$ cat src/rtl/core/bag_pkg.sv
// Shared types and constants of the barometric altitude smoother with gain total.
// Used by the channel interfaces, the controller, the datapath and the divider.
`default_nettype none
package bag_pkg;

	localparam int WINDOW_LEN   = 10;
	localparam int PTR_W        = (WINDOW_LEN > 1) ? $clog2(WINDOW_LEN) : 1;
	localparam int FILL_W       = $clog2(WINDOW_LEN + 1);
	localparam int P_W          = 17;
	localparam int THR_W        = 14;
	localparam int ALT_W        = 24;
	localparam int GAIN_W       = 32;
	localparam int SUM_W        = ALT_W + $clog2(WINDOW_LEN) + 1;
	localparam int CFG_IDX_W    = 1;
	localparam int CFG_DATA_W   = 17;

	localparam int LOG_FRAC     = 24;
	localparam int E_W          = 5;
	localparam int M_W          = 31;
	localparam int LOG_W        = E_W + LOG_FRAC;
	localparam int ZM_W         = 33;
	localparam int TM_W         = 34;
	localparam int SER_W        = 38;
	localparam int NM_W         = 30;
	localparam int SERIES_TERMS = 24;
	localparam int K_W          = $clog2(SERIES_TERMS + 1);
	localparam int DVS_W        = (FILL_W > K_W) ? FILL_W : K_W;
	localparam int DVD_W        = 40;
	localparam int DIV_BITS     = 8;
	localparam int DIV_CYC      = DVD_W / DIV_BITS;
	localparam int CNT_W        = 5;

	localparam logic [27:0]      EXP_COEF  = 28'd141625448;
	localparam logic [22:0]      ALT_SCALE = 23'd4433000;
	localparam logic [SER_W-1:0] ONE_Q30   = SER_W'(64'd1073741824);
	localparam logic [P_W-1:0]   PREF_RST  = 17'd101325;
	localparam logic [THR_W-1:0] THR_RST   = 14'd100;

	typedef enum logic [CFG_IDX_W-1:0] {
		CFG_REF_PRESSURE = 1'b0,
		CFG_CLIMB_THR    = 1'b1
	} cfg_idx_t;

	typedef enum logic {
		OP_P   = 1'b0,
		OP_REF = 1'b1
	} op_sel_t;

	typedef enum logic {
		DIV_TERM = 1'b0,
		DIV_MEAN = 1'b1
	} div_sel_t;

	typedef enum logic [3:0] {
		S_IDLE, S_LOG_NORM, S_LOG_SQ, S_LOG_SAVE, S_LDIFF, S_ZMUL, S_TMUL, S_TDIV,
		S_TACC, S_ALT_MUL, S_ALT_FIN, S_WIN, S_MLOAD, S_MDIV, S_GAIN, S_DONE
	} state_t;

	typedef struct packed {
		logic           load_in;
		logic           log_norm;
		logic           log_sq;
		logic           log_save;
		op_sel_t        op_sel;
		logic           ldiff;
		logic           zmul;
		logic           div_load;
		div_sel_t       div_sel;
		logic           div_step;
		logic           tacc;
		logic           alt_mul;
		logic           alt_fin;
		logic           win_upd;
		logic           gain_upd;
		logic           out_load;
		logic [K_W-1:0] k;
	} cmd_t;

endpackage
`default_nettype wire

$ cat src/rtl/core/bag_ctrl.sv
// Sequencer: walks the log, series, altitude, window, mean and gain steps.
// Depends on bag_pkg for state_t and cmd_t.
`default_nettype none
module bag_ctrl (
	input  logic          clk,
	input  logic          arst_n,
	input  logic          in_valid,
	output logic          in_ready,
	input  logic          out_ready,
	output logic          out_valid,
	output bag_pkg::cmd_t cmd
);
	import bag_pkg::*;

	state_t         state_q, state_d;
	logic [CNT_W-1:0] cnt_q;
	logic [K_W-1:0]   k_q;
	op_sel_t          op_q;
	logic             out_valid_q;
	logic             out_free;

	assign out_free  = !out_valid_q || out_ready;
	assign in_ready  = (state_q == S_IDLE);
	assign out_valid = out_valid_q;

	always_comb begin
		state_d = state_q;
		unique case (state_q)
			S_IDLE:     if (in_valid) state_d = S_LOG_NORM;
			S_LOG_NORM: state_d = S_LOG_SQ;
			S_LOG_SQ:   if (cnt_q == CNT_W'(LOG_FRAC - 1)) state_d = S_LOG_SAVE;
			S_LOG_SAVE: state_d = (op_q == OP_P) ? S_LOG_NORM : S_LDIFF;
			S_LDIFF:    state_d = S_ZMUL;
			S_ZMUL:     state_d = S_TMUL;
			S_TMUL:     state_d = S_TDIV;
			S_TDIV:     if (cnt_q == CNT_W'(DIV_CYC - 1)) state_d = S_TACC;
			S_TACC:     state_d = (k_q == K_W'(SERIES_TERMS)) ? S_ALT_MUL : S_TMUL;
			S_ALT_MUL:  state_d = S_ALT_FIN;
			S_ALT_FIN:  state_d = S_WIN;
			S_WIN:      state_d = S_MLOAD;
			S_MLOAD:    state_d = S_MDIV;
			S_MDIV:     if (cnt_q == CNT_W'(DIV_CYC - 1)) state_d = S_GAIN;
			S_GAIN:     state_d = S_DONE;
			S_DONE:     if (out_free) state_d = S_IDLE;
			default:    state_d = S_IDLE;
		endcase
	end

	always_comb begin
		cmd        = '0;
		cmd.op_sel = op_q;
		cmd.k      = k_q;
		unique case (state_q)
			S_IDLE:     cmd.load_in = in_valid;
			S_LOG_NORM: cmd.log_norm = 1'b1;
			S_LOG_SQ:   cmd.log_sq = 1'b1;
			S_LOG_SAVE: cmd.log_save = 1'b1;
			S_LDIFF:    cmd.ldiff = 1'b1;
			S_ZMUL:     cmd.zmul = 1'b1;
			S_TMUL: begin
				cmd.div_load = 1'b1;
				cmd.div_sel  = DIV_TERM;
			end
			S_TDIV:     cmd.div_step = 1'b1;
			S_TACC:     cmd.tacc = 1'b1;
			S_ALT_MUL:  cmd.alt_mul = 1'b1;
			S_ALT_FIN:  cmd.alt_fin = 1'b1;
			S_WIN:      cmd.win_upd = 1'b1;
			S_MLOAD: begin
				cmd.div_load = 1'b1;
				cmd.div_sel  = DIV_MEAN;
			end
			S_MDIV:     cmd.div_step = 1'b1;
			S_GAIN:     cmd.gain_upd = 1'b1;
			S_DONE:     cmd.out_load = out_free;
			default:    cmd = '0;
		endcase
	end

	always_ff @(posedge clk or negedge arst_n) begin
		if (!arst_n) begin
			state_q     <= S_IDLE;
			cnt_q       <= '0;
			k_q         <= '0;
			op_q        <= OP_P;
			out_valid_q <= 1'b0;
		end else begin
			state_q <= state_d;
			cnt_q   <= (state_d != state_q) ? '0 : cnt_q + 1'b1;
			if (state_q == S_IDLE) op_q <= OP_P;
			else if (state_q == S_LOG_SAVE) op_q <= OP_REF;
			if (state_q == S_ZMUL) k_q <= K_W'(1);
			else if (state_q == S_TACC) k_q <= k_q + 1'b1;
			if (cmd.out_load) out_valid_q <= 1'b1;
			else if (out_ready) out_valid_q <= 1'b0;
		end
	end
endmodule
`default_nettype wire

$ cat config.mk
export PLATFORM = sky130hd
export DESIGN_NAME = bag_ctrl
export DESIGN_NICKNAME = d
export VERILOG_FILES = /design/src/rtl/core/bag_pkg.sv /design/src/rtl/core/bag_ctrl.sv
export SDC_FILE = /design/constraint.sdc
export NUM_CORES = 1
export LEC_CHECK = 0
export BUFFER_PORTS_ARGS = -buffer_cell sky130_fd_sc_hd__buf_2
export CAP_MARGIN = 10
export CORE_MARGIN = 5
export CORE_UTILIZATION = 52
export DETAILED_ROUTE_END_ITERATION = 7
export GPL_TIMING_DRIVEN = 0
export PLACE_DENSITY_LB_ADDON = 0.1
export SYNTH_ARGS = -nofsm -noshare
export SYNTH_HDL_FRONTEND = slang
export SYNTH_SLANG_ARGS = --single-unit
$ cat constraint.sdc
create_clock -name clk -period 2 [get_ports clk]
set_input_delay 0.5 -clock clk [delete_from_list [all_inputs] [get_ports clk]]
set_output_delay 0.5 -clock clk [all_outputs]
set_load 0.02 [all_outputs]
==> metrics.md, run 1 <==
| Metric | Value |
|---|---|
| Gr usage total | `about a fifth` |
| Yosys warns | `0` |
| Clock Power Share | `~10%` |
| Leakage | `around 0.74 nW` |
| Status | `finished with violations` |
| Clock skew | `approximately 0.01 ns` |
| Cell-internal power | `roughly 1.2 mW` |
| Routed via count | `approximately 1,100` |
| Gpl congestion | `between 0.8 and 0.9` |
| Max cap viols | `0` |
| N_diodes | `0` |
| Worst-path clk slew | `about 0.11 ns` |
| RR Startpoint | `state_q[0]` |
| DRC errors left | `0` |
| Core Region | `about 0.002 sq mm` |
| Non-filler cells in the finished layout | `197` |
| Most frequent cells in the layout | `19 x buf_4, 19 x buf_2, 15 x dfrtp_1` |
| Buf+Inv Stages, Crit Path | `3` |
| Gr ovfl total | `0` |
| RSZ-0062 raised after global routing | `true` |
| Switching power | `around 1.0 mW` |
| Post-Route Setup TNS | `-0.0125 ns` |
| Post-DR wirelength/cell | `about 15 um` |
| Worst-case clock buffer depth | `2` |
| Fin. max-slew vios | `0` |
| Worst reg2reg setup slack | `roughly 0.15 ns` |
| Net Sw Frac | `45.7%` |
| DP HPWL | `roughly 1900 um` |
| Die area | `around 0.0032 sq mm` |
| Crit Path Max Fanout | `6` |
| Crit-path leading delay family | `simple AND/OR/NAND/NOR gates` |
| Flop pwr share | `between 20% and 30%` |
| Worst path depth | `5` |
| Synthesized instance count | `roughly 130` |
| I/O pin count | `27` |
| Buffers on Ports | `26` |
| Starting density of the core | `55.6%` |
| Register area | `~400 sq um` |
| Library cells used by synthesis | `39` |
| Layout Nets | `about 180` |
| Clock Root Buffer | `clkbuf_4` |
| Vias in the first global route | `slightly above 1,000` |
| CTS hold repair buffers | `0` |
| Row cnt | `16` |
| Measured slew at the worst slew-check pin | `about 0.57 ns` |
| Initial antenna violation count | `0` |
| Die Ht | `56.3 um` |
| Post-Syn Nets | `between 100 and 150` |
| Total CTS buffers | `3` |
| Final-report setup violation count | `1` |
| Share of cells above drive strength 1 | `roughly 43%` |
| RR Endpoint | `cnt_q[2]` |
| CTS sink count | `16` |
| Area of the multi-input gates | `between 600 and 700 sq um` |
| Syn Area/Cell | `8.70 sq um` |
| VDD IR-drop max | `a little under 0.9 mV` |
| Max-slew headroom | `between 60 and 70%` |
| Kind of critical path | `register to primary output` |
| Largest net degree at the start of global routing | `17` |
| #FFs+latches synth | `16` |
| DRT Wirelength | `between 2000 and 3000 um` |
| CTS H-tree depth | `1` |
| Area Overhead vs Synth | `40.4%` |
| Post-route minimum period | `slightly above 2 ns` |
| Die extent in x | `roughly 56 um` |
| Worst-path cell chain | `buf_6 > buf_8 > nor4_4 > and2_1 > buf_6` |
| Synthesized cell area | `~0.0011 sq mm` |
| Max incr delay on CP | `between 0.3 and 0.4 ns` |
| Seq/Total Area, Yosys | `a little over a third` |
| Final worst setup slack | `-0.0125 ns` |
| Req. time, crit path | `approximately 1.5 ns` |
| Worst Reg-to-Reg Cells | `8` |
| Global-route wire length before repair | `slightly below 5000 um` |
| Hold_ws | `roughly 0.080 ns` |
| Drt first-iter violations | `between 50 and 60` |
| Post-Place Cells | `roughly 180` |
| Pwr/cell area | `about 1400 mW/mm^2` |
| Most common cell on crit path | `buf_6` |
| CTS tree | `yes` |
| First-pass DRT Iterations | `4` |
| FILL cells | `approximately 140` |
| Combinational share of power | `between 60% and 70%` |
| Antenna Nets Post-Route | `0` |
| Failing checks | `setup timing` |
| Slowest cell on the critical path | `dfrtp_1` |
| Final hold vios | `0` |
| Tcrit/Tclk final | `101%` |
| Clk_lat worst skew | `roughly 0.31 ns` |
| Startpoint types | `register` |
| Max Fclk | `a little under 0.5 GHz` |
| Critical path arrival | `around 1.5 ns` |
| Min-Delay Path Class | `primary input to asynchronous set/reset pin` |
| Vias per inst | `about 5.6` |
| Setup crit end kind | `primary output` |
logic make-up (layout without fill, tap and decap cells):
logic type | after synthesis | after routing | synth area share, %
AO/OA/AOI/OAI | 20 | 20 | 13.6
flip-flops | 16 | 16 | 36.0
XOR/XNOR | 8 | 8 | 6.29
adder cells (fa/ha/maj) | 4 | 4 | 4.49
buffers and inverters | 15 | 57 | 6.97
AND/OR/NAND/NOR | 65 | 65 | 32.7
cell usage after synthesis (all sizes together):
cell type	n	area [sq um]
ha	4	50.1
inv	6	22.5
nor2b	2	12.5
a22oi	1	12.5
xor2	6	52.6
nor3b	1	7.51
o31ai	2	20.0
o21ai	5	25.0
nand3	4	20.0
nand4	3	18.8
nor4b	3	41.3
a31oi	1	21.3
o221ai	2	17.5
and2	2	12.5
and4bb	1	12.5
o211ai	2	15.0
xnor2	2	17.5
nand2b	4	25.0
dfrtp	16	400
a21oi	5	25.0
or4	1	7.51
nor2	18	67.6
a21boi	2	15.0
nand2	9	33.8
nor4	1	6.26
and4b	3	30.0
or2	2	12.5
buf	7	47.6
or3	1	6.26
clkbuf	2	7.51
nor3	10	50.1
how the worst max path moves through the flow:
| stage | start | endpoint |
|---|---|---|
| 2_1_floorplan | state_q[0] | cmd[17] |
| 3_3_place_gp | state_q[0] | cmd[17] |
| 3_5_place_dp | state_q[0] | cmd[17] |
| 4_1_cts | state_q[0] | cmd[20] |
| 5_1_grt | state_q[0] | cmd[20] |
| 6_report | state_q[0] | cmd[20] |
flip-flops by register name (all words and copies together), names as in the netlist:
name       flops
cnt_q          5
k_q            5
state_q        4
op_q           1
out_valid      1
metrics by stage:
stage / worst slack [ns] / cell area (sq um) / power [mW] / util, %
after global routing: -0.0347 / 1560 / 2.40 / 78.1
after floorplan: -0.00393 / 1130 / 1.35 / -
final: -0.0125 / 1560 / 2.25 / 78.1
after CTS: -0.00397 / 1520 / 2.16 / 75.7
after detailed placement: -0.0358 / 1300 / 1.63 / 64.9
after global placement: 0.00157 / 1300 / 1.60 / 64.9
metal layers:
layer	global-route usage (%)	part of all wire, %	vias up
li1	-	-	530
met1	25.7	45	522
met2	30.2	48	44
met3	2.98	4.9	9
met4	7.46	2.1	0
met5	0	0	-
layout make-up:
| type | instances | area share [%] |
|---|---|---|
| Timing Repair Buffer | 39 | 16.7 |
| Buffer | 8 | 7.52 |
| Clock buffer | 4 | 2.32 |
| Sequential cell | 16 | 25.7 |
| Inverter | 6 | 1.44 |
| Tap cell | 27 | 2.16 |
| Multi-Input combinational cell | 97 | 44.2 |
power by group through the flow:
stage	sequential [mW]	clock, mW	combinational (mW)
3_5_place_dp	0.485	0	1.14
3_3_place_gp	0.481	0	1.11
5_1_grt	0.501	0.242	1.65
4_1_cts	0.487	0.237	1.44
2_1_floorplan	0.492	0	0.863
6_report	0.489	0.233	1.53
timing repair:
| item | in CTS | in global routing |
|---|---|---|
| gates resized for setup | 23 | 15 |
| setup buffers | 12 | 1 |
| pin swaps | 3 | 4 |
| endpoints found under the setup margin | 14 | 12 |
Power figures use the tool's default switching activity.
==> run 2, diff against run 1 <==
--- a/config.mk
+++ b/config.mk
@@ -8,7 +8,7 @@
 export BUFFER_PORTS_ARGS = -buffer_cell sky130_fd_sc_hd__buf_2
 export CAP_MARGIN = 10
 export CORE_MARGIN = 5
-export CORE_UTILIZATION = 52
+export CORE_UTILIZATION = 36
 export DETAILED_ROUTE_END_ITERATION = 7
 export GPL_TIMING_DRIVEN = 0
 export PLACE_DENSITY_LB_ADDON = 0.1
==> constraint.sdc (replaced) <==
create_clock -name clk -period 2 [get_ports clk]
set_input_delay 0.1 -clock clk [delete_from_list [all_inputs] [get_ports clk]]
set_output_delay 0.1 -clock clk [all_outputs]
set_load 0.02 [all_outputs]
==> metrics.md, run 2 (synthesized netlist as in run 1, its figures left out) <==
| Metric | Value |
|---|---|
| Worst-case clock buffer depth | `2 (unchanged)` |
| Post-DR wirelength/cell | `14.2 um (was 15.1 um)` |
| VDD IR-drop max | `0.468 mV (was 0.881 mV)` |
| Routed via count | `1,053 (was 1,105)` |
| Gr ovfl total | `0 (unchanged)` |
| Area Overhead vs Synth | `20.3% (was 40.4%)` |
| Clk_lat worst skew | `0.29 ns (was 0.31 ns)` |
| RSZ-0062 raised after global routing | `false (was true)` |
| Layout Nets | `168 (was 179)` |
| Drt first-iter violations | `37 (was 57)` |
| Most frequent cells in the layout | `28 x buf_2, 18 x nor2_1, 16 x dfrtp_1 (was 19 x buf_4, 19 x buf_2, 15 x dfrtp_1)` |
| First-pass DRT Iterations | `5 (was 4)` |
| Final hold vios | `0 (unchanged)` |
| Post-Route Setup TNS | `0 ns (was -0.0125 ns)` |
| Worst reg2reg setup slack | `0.21 ns (was 0.15 ns)` |
| Vias in the first global route | `991 (was 1,012)` |
| Core Region | `0.00300 sq mm (was 0.00200 sq mm)` |
| Die Ht | `65.6 um (was 56.3 um)` |
| Worst Reg-to-Reg Cells | `5 (was 8)` |
| Initial antenna violation count | `0 (unchanged)` |
| Share of cells above drive strength 1 | `28.9% (was 42.9%)` |
| Status | `complete, no violations (was finished with violations)` |
| Antenna Nets Post-Route | `0 (unchanged)` |
| Worst-path clk slew | `0.10 ns (was 0.11 ns)` |
| Clock Root Buffer | `clkbuf_4 (unchanged)` |
| CTS tree | `yes (unchanged)` |
| Final-report setup violation count | `0 (was 1)` |
| Buffers on Ports | `26 (unchanged)` |
| Pwr/cell area | `1360 mW/mm^2 (was 1440 mW/mm^2)` |
| Row cnt | `20 (was 16)` |
| DRC errors left | `0 (unchanged)` |
| Startpoint types | `register (unchanged)` |
| Total CTS buffers | `3 (unchanged)` |
| RR Endpoint | `cnt_q[4] (was cnt_q[2])` |
| Global-route wire length before repair | `4600 um (was 4820 um)` |
| Total power | `1.83 mW (was 2.25 mW)` |
| Die extent in x | `65.6 um (was 56.3 um)` |
| Min-Delay Path Class | `primary input to register (was primary input to asynchronous set/reset pin)` |
| Finished Cell Area | `0.00134 sq mm (was 0.00156 sq mm)` |
| Leading cell type in the layout, fill and taps excluded | `buf_2` |
| Largest net degree at the start of global routing | `17 (unchanged)` |
| RR Startpoint | `state_q[2] (was state_q[0])` |
| Setup crit end kind | `primary output (unchanged)` |
| Top Registers | `cnt_q (5), k_q (5), state_q (4) (unchanged)` |
| Placed cell areas | `0.00129 sq mm (was 0.00130 sq mm)` |
| Critical path arrival | `1.71 ns (was 1.51 ns)` |
| Crit Path Max Fanout | `10 (was 6)` |
| Max Fclk | `0.553 GHz (was 0.497 GHz)` |
| Fin. max-slew vios | `0 (unchanged)` |
| DRT Wirelength | `2720 um (was 2970 um)` |
| Gpl congestion | `0.853 (was 0.879)` |
| Vias per inst | `5.48 (was 5.61)` |
| N_diodes | `0 (unchanged)` |
| Post-route minimum period | `1.81 ns (was 2.01 ns)` |
| DP HPWL | `2020 um (was 1890 um)` |
| Hold Crit Start | `out_ready` |
| Max-slew headroom | `63.1% (was 61.3%)` |
| Gr usage total | `13.6% (was 19.0%)` |
| Max cap viols | `0 (unchanged)` |
| CTS sink count | `16 (unchanged)` |
| Req. time, crit path | `1.90 ns (was 1.50 ns)` |
| Die area | `0.00431 sq mm (was 0.00317 sq mm)` |
| Kind of critical path | `register to primary output (unchanged)` |
| Hold_ws | `0.194 ns (was 0.0805 ns)` |
| CTS H-tree depth | `1 (unchanged)` |
| Clock skew | `0.00445 ns (was 0.0100 ns)` |
| Measured slew at the worst slew-check pin | `0.551 ns (was 0.572 ns)` |
| Leakage | `0.643 nW (was 0.738 nW)` |
| Hold Path End | `out_valid` |
| I/O pin count | `27 (unchanged)` |
| Final worst setup slack | `0.191 ns (was -0.0125 ns)` |
| Starting density of the core | `37.1% (was 55.6%)` |
| FILL cells | `295 (was 139)` |
| Cells on Worst Hold Path | `3` |
| Tcrit/Tclk final | `90.5% (was 101%)` |
| DP Worst Slack | `0.221 ns (was -0.0358 ns)` |
==> run 2: cell types whose count changed in the layout (fill, tap and decap cells not counted), moves of 2 or more <==
cell       change
clkbuf_2       +2
nor2_2         -3
buf_4         -18
clkbuf_1       +2
nand2_1        +4
nor2_1         +4
clkbuf_16      -2
buf_2          +9
nand2_2        -4
buf_6          -3
==> run 2: worst max-delay path by stage <==
stage | end | cells after the start | from
after detailed placement | cnt_q[4] | 5 | state_q[2]
final | cmd[20] | 5 | state_q[3]
after global routing | cmd[20] | 5 | state_q[3]
after CTS | cmd[17] | 5 | state_q[0]
after global placement | cnt_q[1] | 5 | state_q[2]
after floorplan | cmd[20] | 4 | state_q[3]
==> run 2: layout make-up <==
| cell class | count | area, sq um | area share (%) |
|---|---|---|---|
| Clock buffer | 4 | 36.3 | 2.71 |
| Inverter | 6 | 22.5 | 1.68 |
| Tap cell | 33 | 41.3 | 3.08 |
| Sequential cell | 16 | 400 | 29.9 |
| Multi-Input combinational cell | 97 | 642 | 47.9 |
| Timing Repair Buffer | 27 | 140 | 10.5 |
| Buffer | 9 | 57.6 | 4.30 |
==> run 2: repair_timing <==
item,CTS,global route
buffers inserted,0,0
gates resized for setup,0,2
hold buffers,1,0
endpoints found under the setup margin,0,7
endpoints found under the hold margin,16,0
==> run 2: metal layers <==
| metal | part of all wire, % | global-route usage (%) | vias to the layer above |
|---|---|---|---|
| li1 | - | - | 511 |
| met1 | 46 | 17.6 | 497 |
| met2 | 47 | 23.1 | 40 |
| met3 | 5.8 | 2.05 | 5 |
| met4 | 1.0 | 4.15 | 0 |
| met5 | 0 | 0 | - |
==> run 2: critical path: stages (launching register included) <==
cell,delay (ns)
dfrtp_1,0.37
buf_2,0.18
clkbuf_2,0.21
nor4_1,0.34
and2_1,0.16
buf_2,0.15
==> run 2: metrics by stage <==
step	utilization [%]	instances
CTS	44.5	192
global route	44.6	192
detailed placement	43.0	187
global placement	43.0	187
floorplan	-	128
finish	44.6	192
==> run 2: report_power, final <==
group	total (mW)	internal [mW]	switching, mW
registers	0.482	0.411	0.0709
clock network	0.222	0.111	0.111
logic	1.13	0.416	0.709
